===== config.mk =====
export PLATFORM = sky130hd
export DESIGN_NAME = glyph_bitmap_unpacker
export DESIGN_NICKNAME = d
export VERILOG_FILES = /design/src/design/gbu_pkg.sv /design/src/design/gbu_front.sv /design/src/design/gbu_queue.sv /design/src/design/gbu_back.sv /design/src/design/glyph_bitmap_unpacker.sv
export SDC_FILE = /design/constraint.sdc
export NUM_CORES = 1
export LEC_CHECK = 0
export BUFFER_PORTS_ARGS = -buffer_cell sky130_fd_sc_hd__buf_2
export CAP_MARGIN = 15
export CORE_MARGIN = 2
export CORE_UTILIZATION = 60
export CTS_CLUSTER_SIZE = 25
export DETAILED_ROUTE_END_ITERATION = 10
export GPL_TIMING_DRIVEN = 0
export PLACE_DENSITY = 0.77
export SLEW_MARGIN = 40
export SYNTH_ARGS = -nofsm -noshare
export SYNTH_HDL_FRONTEND = slang
export SYNTH_HIERARCHICAL = 1
export SYNTH_SLANG_ARGS = --single-unit

===== constraint.sdc =====
create_clock -name clk -period 5.4 [get_ports clk]
set_input_delay 0.27 -clock clk [delete_from_list [all_inputs] [get_ports clk]]
set_output_delay 0.27 -clock clk [all_outputs]
set_load 0.02 [all_outputs]

===== src/design/gbu_pkg.sv =====
package gbu_pkg;

    localparam int unsigned MAX_GLYPH_DIM = 255;
    localparam int unsigned QUEUE_DEPTH   = 4;
    localparam int unsigned QUEUE_AW      = $clog2(QUEUE_DEPTH);

    localparam logic [1:0] PH_HEADER = 2'd0;
    localparam logic [1:0] PH_BITMAP = 2'd1;
    localparam logic [1:0] PH_IDLE   = 2'd2;

    localparam logic [1:0] HDR_X_OFFSET = 2'd0;
    localparam logic [1:0] HDR_Y_OFFSET = 2'd1;
    localparam logic [1:0] HDR_WIDTH    = 2'd2;
    localparam logic [1:0] HDR_HEIGHT   = 2'd3;

    // One classified bitmap byte (or empty-glyph end) waiting to be serialised
    typedef struct packed {
        logic       is_pixel;
        logic [7:0] bits;
        logic [3:0] count;
        logic [7:0] base_col;
        logic [7:0] row;
        logic [7:0] x_offset;
        logic [7:0] y_offset;
        logic       last;
        logic [8:0] max_height;
    } cmd_t;

    typedef struct packed {
        logic       pixel_valid;
        logic       pixel_on;
        logic [7:0] column;
        logic [7:0] row;
        logic [7:0] x_offset;
        logic [7:0] y_offset;
        logic       end_of_glyph;
        logic [8:0] max_height;
    } pix_t;

    function automatic logic [7:0] sat_dim(input logic [7:0] v);
        logic [7:0] lim;
        lim = 8'(MAX_GLYPH_DIM);
        return (v > lim) ? lim : v;
    endfunction

endpackage


===== src/design/gbu_front.sv =====
module gbu_front
    import gbu_pkg::*;
(
    input  logic       clk,
    input  logic       rst_n,
    input  logic       accept,
    input  logic [7:0] byte_value,
    input  logic       start_of_glyph,
    output logic       push,
    output cmd_t       cmd
);

    logic [1:0] phase_reg, phase_next;
    logic [1:0] hidx_reg, hidx_next;
    logic [7:0] x_reg, x_next;
    logic [7:0] y_reg, y_next;
    logic [7:0] width_reg, width_next;
    logic [7:0] height_reg, height_next;
    logic [7:0] row_reg, row_next;
    logic [4:0] bir_reg, bir_next;
    logic [8:0] maxh_reg, maxh_next;

    logic [1:0] eff_phase;
    logic [1:0] eff_hidx;
    logic [7:0] sat_b;
    logic [9:0] total;
    logic [7:0] base;
    logic [7:0] left;
    logic [3:0] n;
    logic       last_byte;
    logic       last_row;

    assign eff_phase = start_of_glyph ? PH_HEADER : phase_reg;
    assign eff_hidx  = start_of_glyph ? HDR_X_OFFSET : hidx_reg;
    assign sat_b     = sat_dim(byte_value);
    assign total     = {{2{y_reg[7]}}, y_reg} + {2'b00, sat_b};

    assign base      = {bir_reg[4:0], 3'b000};
    assign left      = width_reg - base;
    assign last_byte = (left <= 8'd8);
    assign n         = last_byte ? left[3:0] : 4'd8;
    assign last_row  = ({1'b0, row_reg} + 9'd1) >= {1'b0, height_reg};

    always_comb
    begin
        phase_next  = phase_reg;
        hidx_next   = hidx_reg;
        x_next      = x_reg;
        y_next      = y_reg;
        width_next  = width_reg;
        height_next = height_reg;
        row_next    = row_reg;
        bir_next    = bir_reg;
        maxh_next   = maxh_reg;
        push        = 1'b0;
        cmd         = '0;
        cmd.x_offset = x_reg;
        cmd.y_offset = y_reg;

        if (accept)
        begin
            phase_next = eff_phase;
            case (eff_phase)
                PH_HEADER:
                begin
                    case (eff_hidx)
                        HDR_X_OFFSET: x_next = byte_value;
                        HDR_Y_OFFSET: y_next = byte_value;
                        HDR_WIDTH:    width_next = sat_b;
                        default:      height_next = sat_b;
                    endcase
                    if (eff_hidx != HDR_HEIGHT)
                    begin
                        hidx_next = eff_hidx + 2'd1;
                    end
                    else
                    begin
                        hidx_next = HDR_X_OFFSET;
                        // ignore negative or zero totals
                        if (!total[9] && (total[8:0] > maxh_reg))
                        begin
                            maxh_next = total[8:0];
                        end
                        row_next = '0;
                        bir_next = '0;
                        if (width_reg == 8'd0 || sat_b == 8'd0)
                        begin
                            phase_next     = PH_IDLE;
                            push           = 1'b1;
                            cmd.is_pixel   = 1'b0;
                            cmd.count      = 4'd1;
                            cmd.last       = 1'b1;
                            cmd.max_height = maxh_next;
                        end
                        else
                        begin
                            phase_next = PH_BITMAP;
                        end
                    end
                end
                PH_BITMAP:
                begin
                    push           = 1'b1;
                    cmd.is_pixel   = 1'b1;
                    cmd.bits       = byte_value;
                    cmd.count      = n;
                    cmd.base_col   = base;
                    cmd.row        = row_reg;
                    cmd.last       = last_row && last_byte;
                    cmd.max_height = maxh_reg;
                    if (last_byte)
                    begin
                        bir_next = '0;
                        if (last_row)
                        begin
                            row_next   = '0;
                            phase_next = PH_IDLE;
                        end
                        else
                        begin
                            row_next = row_reg + 8'd1;
                        end
                    end
                    else
                    begin
                        bir_next = bir_reg + 5'd1;
                    end
                end
                default:
                begin
                    // drop bytes until the next glyph start
                end
            endcase
        end
    end

    always_ff @(posedge clk or negedge rst_n)
    begin
        if (!rst_n)
        begin
            phase_reg  <= PH_HEADER;
            hidx_reg   <= HDR_X_OFFSET;
            x_reg      <= '0;
            y_reg      <= '0;
            width_reg  <= '0;
            height_reg <= '0;
            row_reg    <= '0;
            bir_reg    <= '0;
            maxh_reg   <= '0;
        end
        else
        begin
            phase_reg  <= phase_next;
            hidx_reg   <= hidx_next;
            x_reg      <= x_next;
            y_reg      <= y_next;
            width_reg  <= width_next;
            height_reg <= height_next;
            row_reg    <= row_next;
            bir_reg    <= bir_next;
            maxh_reg   <= maxh_next;
        end
    end

endmodule


===== src/design/gbu_queue.sv =====
module gbu_queue
    import gbu_pkg::*;
(
    input  logic clk,
    input  logic rst_n,
    input  logic push,
    input  cmd_t push_cmd,
    input  logic pop,
    output logic full,
    output logic head_valid,
    output cmd_t head
);

    cmd_t                mem [QUEUE_DEPTH];
    logic [QUEUE_AW-1:0] wr_ptr_reg;
    logic [QUEUE_AW-1:0] rd_ptr_reg;
    logic [QUEUE_AW:0]   count_reg;

    assign full       = (count_reg == (QUEUE_AW+1)'(QUEUE_DEPTH));
    assign head_valid = (count_reg != '0);
    assign head       = mem[rd_ptr_reg];

    always_ff @(posedge clk)
    begin
        if (push)
        begin
            mem[wr_ptr_reg] <= push_cmd;
        end
    end

    always_ff @(posedge clk or negedge rst_n)
    begin
        if (!rst_n)
        begin
            wr_ptr_reg <= '0;
            rd_ptr_reg <= '0;
            count_reg  <= '0;
        end
        else
        begin
            if (push)
            begin
                wr_ptr_reg <= wr_ptr_reg + 1'b1;
            end
            if (pop)
            begin
                rd_ptr_reg <= rd_ptr_reg + 1'b1;
            end
            case ({push, pop})
                2'b10:   count_reg <= count_reg + 1'b1;
                2'b01:   count_reg <= count_reg - 1'b1;
                default: count_reg <= count_reg;
            endcase
        end
    end

endmodule


===== src/design/gbu_back.sv =====
module gbu_back
    import gbu_pkg::*;
(
    input  logic clk,
    input  logic rst_n,
    input  logic head_valid,
    input  cmd_t head,
    output logic pop,
    output logic out_valid,
    input  logic out_ready,
    output pix_t out_pix
);

    logic [2:0] k_reg;
    logic       valid_reg;
    pix_t       pix_reg;
    pix_t       pix_next;
    logic       advance;
    logic       last_pix;

    assign advance  = head_valid && (!valid_reg || out_ready);
    assign last_pix = ({1'b0, k_reg} == (head.count - 4'd1));
    assign pop      = advance && last_pix;

    always_comb
    begin
        pix_next              = '0;
        pix_next.pixel_valid  = head.is_pixel;
        pix_next.pixel_on     = head.is_pixel & head.bits[3'd7 - k_reg];
        pix_next.column       = head.is_pixel ? (head.base_col + {5'b0, k_reg}) : 8'd0;
        pix_next.row          = head.row;
        pix_next.x_offset     = head.x_offset;
        pix_next.y_offset     = head.y_offset;
        pix_next.end_of_glyph = head.last && last_pix;
        pix_next.max_height   = head.max_height;
    end

    always_ff @(posedge clk)
    begin
        if (advance)
        begin
            pix_reg <= pix_next;
        end
    end

    always_ff @(posedge clk or negedge rst_n)
    begin
        if (!rst_n)
        begin
            k_reg     <= '0;
            valid_reg <= 1'b0;
        end
        else
        begin
            if (advance)
            begin
                valid_reg <= 1'b1;
                k_reg     <= last_pix ? 3'd0 : k_reg + 3'd1;
            end
            else if (out_ready)
            begin
                valid_reg <= 1'b0;
            end
        end
    end

    assign out_valid = valid_reg;
    assign out_pix   = pix_reg;

endmodule


===== src/design/glyph_bitmap_unpacker.sv =====
// Channel   | Signals                          | Item
// ----------+----------------------------------+--------------------------------------
// s (in)    | s_tvalid s_tready s_tdata s_tuser| one glyph record byte
// m (out)   | m_tvalid m_tready m_tdata m_tuser| one pixel or empty-glyph end
//           | m_tlast                          |
// A byte is taken every cycle while the four-entry command queue has room;
// header bytes are parsed in the cycle they arrive.
// The serialiser drains one pixel per cycle unless m_tready stalls it, so a
// bitmap byte holds it for its one to eight pixels and the sustained rate
// is set there. Each byte passes the queue, then the output register.
// rst_n clears parser, queue and output state asynchronously.
// Output stalls back up into the queue, then into s_tready.
module glyph_bitmap_unpacker
    import gbu_pkg::*;
(
    input  logic        clk,
    input  logic        rst_n,
    input  logic        s_tvalid,
    output logic        s_tready,
    input  logic [7:0]  s_tdata,   // [7:0] byte_value
    input  logic        s_tuser,   // [0] start_of_glyph
    output logic        m_tvalid,
    input  logic        m_tready,
    output logic [47:0] m_tdata,   // [0] pixel_on, [8:1] column, [16:9] row,
                                   // [24:17] glyph_x_offset, [32:25] glyph_y_offset,
                                   // [41:33] running_max_height, [47:42] zero
    output logic        m_tuser,   // [0] pixel_valid
    output logic        m_tlast    // end_of_glyph
);

    logic accept;
    logic push;
    cmd_t push_cmd;
    logic full;
    logic head_valid;
    cmd_t head;
    logic pop;
    pix_t pix;

    assign s_tready = !full;
    assign accept   = s_tvalid && s_tready;

    gbu_front u_front (
        .clk            (clk),
        .rst_n          (rst_n),
        .accept         (accept),
        .byte_value     (s_tdata),
        .start_of_glyph (s_tuser),
        .push           (push),
        .cmd            (push_cmd)
    );

    gbu_queue u_queue (
        .clk        (clk),
        .rst_n      (rst_n),
        .push       (push),
        .push_cmd   (push_cmd),
        .pop        (pop),
        .full       (full),
        .head_valid (head_valid),
        .head       (head)
    );

    gbu_back u_back (
        .clk        (clk),
        .rst_n      (rst_n),
        .head_valid (head_valid),
        .head       (head),
        .pop        (pop),
        .out_valid  (m_tvalid),
        .out_ready  (m_tready),
        .out_pix    (pix)
    );

    assign m_tdata = {6'b0, pix.max_height, pix.y_offset, pix.x_offset,
                      pix.row, pix.column, pix.pixel_on};
    assign m_tuser = pix.pixel_valid;
    assign m_tlast = pix.end_of_glyph;

endmodule


==> impl_metrics.ini, run 1 <==
[cts]
cts-root-buf = clkbuf_16
cts_buffers = 31
cts_setup_buffers = 0
clock_path_buffers = 3
clk_pin_slew_worst_paths_ns = 0.06
cts_hold_buffers = 2
cts.sinks = 333
cts_tree = done
clock_latency_ns = 0.56
cts_max_level = 1
ctsResizeCount = 0

[synthesis]
synth-simple-area-share = 0.05070
synthDistinctLibCells = 60
syn_area_um2 = 14210
synth_edf_count = 264
synth_top_area_frac = 0.5577
synth_compound_area_frac = 0.04868
synth_top_area_cell = edfxtp_1
synth_warnings = 6
synth_top_family_by_area = multiplexers
yosysSeqAreaShare = 0.6792
ys.flop_type = edfxtp_1
ys_seq_elements = 333
synthCells = 819
synthAdderAreaFrac = 0.04701
avgSynthCellArea_um2 = 17.35
synthXorXnorAreaFrac = 0.02069
async_flop_share = 0.2072
synth_area_leaders = edfxtp_1, dfrtp_1, mux4_2
synthMuxAreaShare = 0.1265

[worst_setup_path]
critPathArrivalTime_ns = 4.42
start_kind = register
crit_type = register to register
r2r_cells = 15
worstPathMaxFanout = 9
cp-end-kind = register
r2r_slack_ns = 1.26
cp_data_required_time_ns = 5.69
r2r-end = u_queue/mem[0][1]$_DFFE_PP_
rr_startpoint = u_front/y_reg[0]$_DFFE_PN0P_

[global_route]
track_usage = 0.2261
grt_max_degree = 40
antenna_found_initial = 0
grt_pass1_wl_um = 42620
grt_pass1_vias = 7689
grt_overflow = 0

[status]
status = completed

[sta]
tightest_slew_ns = 0.7717
fmax_mhz = 241.7
finalCriticalPeriod_ns = 4.137
slew_viol_final = 0
fin_setup_tns_ns = 0
skew_ns = 0.01047
finalSetupViolCount = 0
rsz0062_at_grt = false
period_share = 0.7661
maxSlewHeadroom = 0.4855
fin_hold_ws_ns = 0.1524
finalHoldViolCount = 0

[min_path]
min_to = u_front/y_reg[4]$_DFFE_PN0P_
hold_depth = 2
holdCritPathClass = input pin to register
min_from = s_tdata[4]

[routing]
dr_total_vias = 7452
drtIter0Drc = 590
drc = 0
routedWlPerCell_um = 21.26
drt_first_pass_iters = 5
drt_wl_total_um = 26980
via_per_inst = 5.872
antenna_left = 0

[place]
dp_hpwl_um = 17530
port_buffers = 58
place.gp.congestion = 0.8636

[power]
clockPowerShare = 0.248
comb_power_share = 0.317
internal_power_uw = 5677
max-vdd-ir-drop_mv = 0.3333
p_leak_uw = 0.006010
sw_frac_of_total = 0.3180
power_frac_seq = 0.435
power_density_nw_per_um2 = 518.6
p_switching_uw = 2647

[finish]
syn_to_final_growth_pct = 12.92
antennaDiodeCount = 0
layout.nets = 989
fill_cells = 1531
drive_gt1_frac = 0.2600
largest_reg_flops = 220

[floorplan]
coreArea_um2 = 23330
dieArea_um2 = 24940
rows = 56
pin_count = 65
initial_core_util = 0.6092
die_h_um = 157.9
die_x_um = 157.9

[job]
maxCapViolCount = 0
cells in the mapped netlist (7+ instances only):
master and n:
a21oi_1 14, a32o_1 9, and2_1 14, and3_1 24, buf_4 11, clkbuf_1 7
dfrtp_1 69, edfxtp_1 264, ha_1 47, inv_1 45, mux2_2 31, mux2_4 9
mux4_2 57, nand2_1 28, nand3_1 9, nor2_1 19, nor2b_1 7, o21ai_0 16
xnor2_1 16, xor2_1 15
worst max path at each step:
stage | from | endpoint | slack, ns | depth (start not counted)
after global placement | s_tdata[1] | u_queue/mem[3][19]$_DFFE_PP_ | 0.39 | 7
after floorplan | u_front/y_reg[0]$_DFFE_PN0P_ | u_front/maxh_reg[0]$_DFFE_PN0P_ | 1.80 | 15
after global routing | u_front/y_reg[0]$_DFFE_PN0P_ | u_queue/mem[0][1]$_DFFE_PP_ | 0.90 | 15
after CTS | u_front/y_reg[0]$_DFFE_PN0P_ | u_queue/mem[1][0]$_DFFE_PP_ | 1.28 | 15
final | u_front/y_reg[0]$_DFFE_PN0P_ | u_queue/mem[0][1]$_DFFE_PP_ | 1.26 | 15
after detailed placement | s_tdata[0] | u_queue/mem[2][0]$_DFFE_PP_ | 1.24 | 15
metal layers:
metal	vias up	routed length (um)	GRT usage
li1	3376	-	-
met1	3850	12110	0.3291
met2	189	13230	0.3694
met3	37	1215	0.02792
met4	0	431	0.05758
met5	-	0	0
logic make-up after synthesis:
family,count (synthesis)
flops,333
simple gates,133
mux,100
compound gates,92
buf+inv,76
fa+ha+maj,51
xor+xnor,32
other cells,2
power groups by stage:
| stage | clock network (uW) | registers (uW) | logic, uW |
|---|---|---|---|
| 6_report | 2070 | 3620 | 2640 |
| 5_1_grt | 2200 | 3680 | 2900 |
| 4_1_cts | 2110 | 3620 | 2660 |
| 3_5_place_dp | 0 | 3660 | 2640 |
| 3_3_place_gp | 0 | 3650 | 2540 |
| 2_1_floorplan | 0 | 3780 | 1810 |
final cells by class:
| type | count | area (um^2) | area share |
|---|---|---|---|
| clock buffer | 44 | 844.6 | 0.05262 |
| sequential | 333 | 9654 | 0.6015 |
| buffer | 31 | 210.2 | 0.01310 |
| tap | 319 | 399.1 | 0.02487 |
| clock inverter | 14 | 117.6 | 0.007328 |
| timing repair buffer | 66 | 436.7 | 0.02721 |
| inverter | 45 | 171.4 | 0.01068 |
| multi-input combinational | 417 | 4217 | 0.2627 |
metrics by stage:
step / worst slack [ns] / power, uW / std cells / area [um^2] / utilization
floorplan: 1.796 / 5580 / 826 / 14240 / -
global placement: 0.3907 / 6193 / 1203 / 14930 / 0.6399
detailed placement: 1.237 / 6305 / 1209 / 15070 / 0.6458
CTS: 1.280 / 8385 / 1269 / 16050 / 0.6879
global route: 0.8966 / 8787 / 1269 / 16050 / 0.6879
finish: 1.263 / 8324 / 1269 / 16050 / 0.6879
worst max-delay path, stage by stage (launching register included):
cell	delay (ns)
dfrtp_1	0.42
ha_1	0.23
fa_1	0.41
a21oi_1	0.19
o21ai_0	0.15
a2111oi_0	0.44
a211oi_1	0.12
xor2_1	0.33
ha_1	0.33
a21oi_1	0.15
o21ai_0	0.10
a211oi_1	0.23
a221oi_2	0.09
and3_2	0.22
buf_2	0.17
a32o_1	0.28
layout by cell type (no fill, tap or decap), types with 7 or more instances in the layout:
cell type / Yosys / routed
clkbuf_1: 7 / 18
ha_1: 47 / 47
buf_4: 11 / 11
o21ai_0: 16 / 16
nor2b_1: 7 / 7
a32o_1: 9 / 9
and2_1: 14 / 10
nand2_1: 28 / 28
inv_1: 45 / 44
mux4_2: 57 / 57
clkbuf_16: 0 / 31
mux2_2: 31 / 31
nand3_1: 9 / 9
dfrtp_1: 69 / 69
xnor2_1: 16 / 16
edfxtp_1: 264 / 264
conb_1: 2 / 9
xor2_1: 15 / 15
and3_1: 24 / 24
buf_6: 6 / 7
nor2_1: 19 / 19
mux2_4: 9 / 9
a21oi_1: 14 / 14
buf_2: 6 / 63
(Power assumes the default switching activity.)
==> run 2: changes to the inputs <==
ABC_AREA = 1   (was default)
CORE_UTILIZATION = 56   (was 60)
PLACE_DENSITY = 0.75   (was 0.77)
clock period = 3.65 ns   (was 5.4 ns; I/O delays follow)
==> impl_metrics.ini, run 2 <==
[synthesis]
avgSynthCellArea_um2 = 10.98
synth_top_area_cell = edfxtp_1
synth_warnings = 6
synth_top_area_frac = 0.5023
async_flop_share = 0.2072
syn_area_um2 = 15780
ys_seq_elements = 333
synth_common_cells = nand2_1, edfxtp_1, inv_1
synth_area_leaders = edfxtp_1, dfrtp_1, nand2_1
synthDistinctLibCells = 50
yosysSeqAreaShare = 0.6117
synth.most_common_cell = nand2_1
synthCells = 1437
ys.flop_type = edfxtp_1
synth_edf_count = 264

[cts]
clock_latency_ns = 0.51
clock_path_buffers = 3
clk_pin_slew_worst_paths_ns = 0.06
cts-root-buf = clkbuf_16
cts_buffers = 35
cts_tree = done
cts_setup_buffers = 0
cts.sinks = 333
cts_max_level = 2

[floorplan]
die_h_um = 171.9
dieArea_um2 = 29540
initial_core_util = 0.5681
rows = 61
pin_count = 65
coreArea_um2 = 27780
die_x_um = 171.9

[finish]
utilization = 0.6430
final_cells = 1953
largest_reg_flops = 220
drive_gt1_frac = 0.1790
layout_commonest_cell = nand2_1
antennaDiodeCount = 0
syn_to_final_growth_pct = 13.19
layout.nets = 1612
final_cell_mix = nand2_1, edfxtp_1, inv_1

[min_path]
holdCritPathClass = input pin to register
min_from = s_tuser
min_to = u_front/phase_reg[0]$_DFFE_PN0P_
hold_depth = 4

[sta]
fmax_mhz = 295.6
finalSetupViolCount = 0
finalHoldViolCount = 0
period_share = 0.9269
rsz0062_at_grt = false
maxSlewHeadroom = 0.4471
tightest_slew_ns = 0.8294
finalCriticalPeriod_ns = 3.383
slew_viol_final = 0
skew_ns = 0.01978

[worst_setup_path]
start_kind = register
critPathArrivalTime_ns = 3.70
crit_type = register to register
r2r-end = u_queue/mem[2][5]$_DFFE_PP_
r2r_cells = 18
cp_data_required_time_ns = 3.97
r2r_slack_ns = 0.27
cp-end-kind = register
worstPathMaxFanout = 10
rr_startpoint = u_front/y_reg[0]$_DFFE_PN0P_

[global_route]
antenna_found_initial = 1
grt_pass1_wl_um = 53100
grt_pass1_vias = 10260
track_usage = 0.2332
grt_overflow = 0
grt_max_degree = 45

[place]
port_buffers = 58
place.gp.congestion = 0.8412
dp_hpwl_um = 22580
dp_cells = 1887

[job]
maxCapViolCount = 0

[routing]
dr_total_vias = 10370
via_per_inst = 5.308
drc = 0
antenna_left = 0
routedWlPerCell_um = 17.05
drtIter0Drc = 941
drt_first_pass_iters = 7
drt_wl_total_um = 33290

[power]
max-vdd-ir-drop_mv = 0.8543
power_density_nw_per_um2 = 797.6
p_leak_uw = 0.007700

[status]
status = completed
==> run 2: area by class of cell <==
| class | count | area, um^2 |
|---|---|---|
| plain buffers | 58 | 466.7 |
| fillers | 2135 | 9917 |
| clock buffers | 48 | 945.9 |
| multi-input cells | 814 | 4831 |
| repair buffers | 67 | 461.7 |
| flip-flops and latches | 333 | 9654 |
| well taps | 378 | 473.0 |
| inverters | 239 | 917.1 |
| clock inverters | 16 | 115.1 |
==> run 2: metrics by stage <==
| step | setup slack, ns | instance area [um^2] | hold slack, ns | TNS (ns) | power (uW) |
|---|---|---|---|---|---|
| floorplan | 0.4767 | 15810 | -0.1131 | 0 | 9448 |
| global placement | -0.8606 | 16580 | 0.4322 | -168.51 | 10780 |
| detailed placement | 0.1395 | 16750 | 0.07302 | 0 | 11010 |
| CTS | 0.1137 | 17830 | 0.04734 | 0 | 14320 |
| global route | 0.006041 | 17860 | 0.08445 | 0 | 15180 |
| finish | 0.2669 | 17860 | 0.06303 | 0 | 14250 |
==> run 2: critical path, stage by stage, from the launching register on <==
cell      delay, ns
dfrtp_1        0.46
ha_1           0.27
fa_1           0.42
nand3_1        0.09
nand2_1        0.10
nand2_1        0.10
nand3_1        0.08
nand2_1        0.12
inv_1          0.05
ha_1           0.28
nand2_1        0.08
nor2_2         0.14
a21boi_1       0.16
nor2_1         0.11
nor2_8         0.20
nand2_8        0.12
nand2_2        0.08
nand3_1        0.08
a21oi_2        0.26
==> run 2: worst max-delay path by stage <==
stage,cells after the start,startpoint,slack (ns),endpoint
4_1_cts,18,u_front/y_reg[0]$_DFFE_PN0P_,0.11,u_queue/mem[2][5]$_DFFE_PP_
3_5_place_dp,18,u_front/y_reg[0]$_DFFE_PN0P_,0.14,u_queue/mem[2][5]$_DFFE_PP_
6_report,18,u_front/y_reg[0]$_DFFE_PN0P_,0.27,u_queue/mem[2][5]$_DFFE_PP_
3_3_place_gp,9,s_tdata[6],-0.86,u_queue/mem[1][25]$_DFFE_PP_
2_1_floorplan,13,u_queue/count_reg[0]$_DFFE_PN0P_,0.48,u_queue/count_reg[2]$_DFFE_PN0P_
5_1_grt,17,u_front/y_reg[0]$_DFFE_PN0P_,0.006,u_queue/mem[1][8]$_DFFE_PP_
==> run 2: logic make-up (layout without fill, tap and decap cells) <==
| logic type | count (synthesis) | after routing | share of synthesized area |
|---|---|---|---|
| adder cells (fa/ha/maj) | 51 | 51 | 0.04233 |
| XOR/XNOR | 17 | 17 | 0.009434 |
| buffers and inverters | 297 | 428 | 0.08689 |
| flip-flops | 333 | 333 | 0.6117 |
| other | 2 | 9 | 0.0004758 |
| multiplexers | 1 | 1 | 0.0007134 |
| AND/OR/NAND/NOR | 527 | 527 | 0.1452 |
| AO/OA/AOI/OAI | 209 | 209 | 0.1033 |
==> run 2: what timing repair did <==
action	in CTS	in global routing
gates resized for setup	0	10
hold buffers	2	0
endpoints found under the hold margin	70	0
endpoints found under the setup margin	0	36
==> run 2: where the power goes <==
group	switching (uW)	internal (uW)
clock	1380	1900
combinational	3610	1940
sequential	427	4990
total	5430	8820
==> run 2: routing by layer <==
metal / routed length (um) / vias up / GRT usage
li1: - / 5004 / -
met1: 14060 / 5038 / 0.3000
met2: 16840 / 274 / 0.4086
met3: 1766 / 48 / 0.04097
met4: 601 / 2 / 0.06577
met5: 16 / - / 0
==> run 3: changes to the inputs <==
CORE_ASPECT_RATIO = 1.75   (was default)
==> impl_metrics.ini, run 3 (synthesized netlist as in run 2, its figures left out) <==
[status]
status = completed

[finish]
drive_gt1_frac = 0.1848
final_cell_mix = nand2_1, edfxtp_1, inv_1
syn_to_final_growth_pct = 13.16
largest_reg_flops = 220
layout.nets = 1606
fill_cells = 2030
utilization = 0.6408
layout_commonest_cell = nand2_1
antennaDiodeCount = 0
final_cells = 1937

[floorplan]
dieArea_um2 = 29600
initial_core_util = 0.5663
die_h_um = 226.1
die_x_um = 130.9
pin_count = 65
coreArea_um2 = 27870
rows = 81

[global_route]
grt_max_degree = 55
grt_pass1_vias = 10490
track_usage = 0.2353
antenna_found_initial = 0
grt_pass1_wl_um = 52930
grt_overflow = 0

[routing]
dr_total_vias = 10390
drt_wl_total_um = 33830
routedWlPerCell_um = 17.47
drt_first_pass_iters = 5
via_per_inst = 5.361
drc = 0
drtIter0Drc = 992
antenna_left = 0

[sta]
finalHoldViolCount = 0
finalSetupViolCount = 0
skew_ns = 0.01376
finalCriticalPeriod_ns = 3.359
period_share = 0.9202
slew_viol_final = 0
maxSlewHeadroom = 0.4153
fmax_mhz = 297.7
fin_setup_tns_ns = 0
tightest_slew_ns = 0.8771

[job]
maxCapViolCount = 0

[place]
dp_cells = 1882
dp_hpwl_um = 23360
port_buffers = 58
place.gp.congestion = 0.8656

[worst_setup_path]
r2r-end = u_queue/count_reg[2]$_DFFE_PN0P_
r2r_slack_ns = 0.29
start_kind = register
crit_path_start = u_queue/rd_ptr_reg[1]$_DFFE_PN0P_
rr_startpoint = u_queue/rd_ptr_reg[1]$_DFFE_PN0P_
critPathArrivalTime_ns = 3.80
crit_end = u_queue/count_reg[2]$_DFFE_PN0P_
r2r_cells = 20
cp-end-kind = register
crit_type = register to register
cp_data_required_time_ns = 4.09
worstPathMaxFanout = 10

[cts]
clk_pin_slew_worst_paths_ns = 0.07
cts.sinks = 333
cts_max_level = 1
clock_path_buffers = 3
clock_latency_ns = 0.56
cts_tree = done
cts_buffers = 28
cts-root-buf = clkbuf_16

[power]
p_leak_uw = 0.007679
max-vdd-ir-drop_mv = 0.7079
power_density_nw_per_um2 = 803.1
total_power_uw = 14340

[min_path]
holdCritPathClass = input pin to async pin
## run 3: cell count changes in the layout (fill, tap and decap cells not counted), sizes merged
cell,change
inv,+2
clkinvlp,+4
clkbuf,-13
clkinv,-9
bufinv,+4
nor2,+1
## run 3: area by class of cell
cell class | count | area (um^2) | area share
plain buffers | 58 | 466.7 | 0.02613
clock buffers | 35 | 788.3 | 0.04414
clock inverters | 17 | 239.0 | 0.01338
inverters | 239 | 914.6 | 0.05121
multi-input cells | 815 | 4868 | 0.2726
flip-flops and latches | 333 | 9654 | 0.5406
well taps | 373 | 466.7 | 0.02613
repair buffers | 67 | 461.7 | 0.02585
## run 3: how the worst min path moves through the flow
stage | from | to | depth (start not counted)
6_report | rst_n | u_front/row_reg[0]$_DFFE_PN0P_ | 2
5_1_grt | rst_n | u_front/row_reg[0]$_DFFE_PN0P_ | 2
4_1_cts | rst_n | u_front/row_reg[0]$_DFFE_PN0P_ | 2
3_5_place_dp | rst_n | u_front/row_reg[0]$_DFFE_PN0P_ | 1
3_3_place_gp | m_tready | u_back/out_valid$_DFFE_PN0P_ | 4
2_1_floorplan | rst_n | u_back/k_reg[0]$_DFFE_PN0P_ | 0
## run 3: layer usage
metal | wire, um | vias to the layer above | GRT usage | part of all wire
li1 | - | 4993 | - | -
met1 | 12770 | 4978 | 0.2672 | 0.38
met2 | 18240 | 319 | 0.4309 | 0.54
met3 | 1389 | 95 | 0.02440 | 0.041
met4 | 1439 | 0 | 0.1187 | 0.043
met5 | 0 | - | 0 | 0
## run 3: critical path, stage by stage, from the launching register on
cell	delay, ns
dfrtp_1	0.39
inv_2	0.06
buf_4	0.22
buf_2	0.30
o211ai_1	0.14
nand2_1	0.13
inv_1	0.10
ha_1	0.31
inv_1	0.04
nand2_1	0.05
nand2_1	0.04
nor2_1	0.12
nand4_1	0.13
inv_1	0.24
ha_1	0.23
inv_1	0.07
fa_1	0.38
inv_1	0.06
nand2_1	0.06
nand4_1	0.09
nand2_1	0.06
## run 3: power by group
group	switching (uW)	internal [uW]	total, uW
Combinational	3700	1990	5680
Sequential	410	4990	5400
Clock	1360	1900	3270
## run 3: what timing repair did
item | CTS | global route
hold buffers | 2 | 0
endpoints found under the setup margin | 0 | 36
setup buffers | 0 | 0
endpoints found under the hold margin | 70 | 0
resized for setup | 0 | 15
## run 3: per-stage QoR
step	worst slack [ns]	instance area, um^2	hold slack, ns
final	0.2912	17860	0.01826
after global routing	-0.002923	17860	0.02157
after CTS	0.1100	17790	0.003014
after detailed placement	0.1301	16740	0.02461
after global placement	-0.7799	16570	0.4361
after floorplan	0.4767	15810	-0.1131
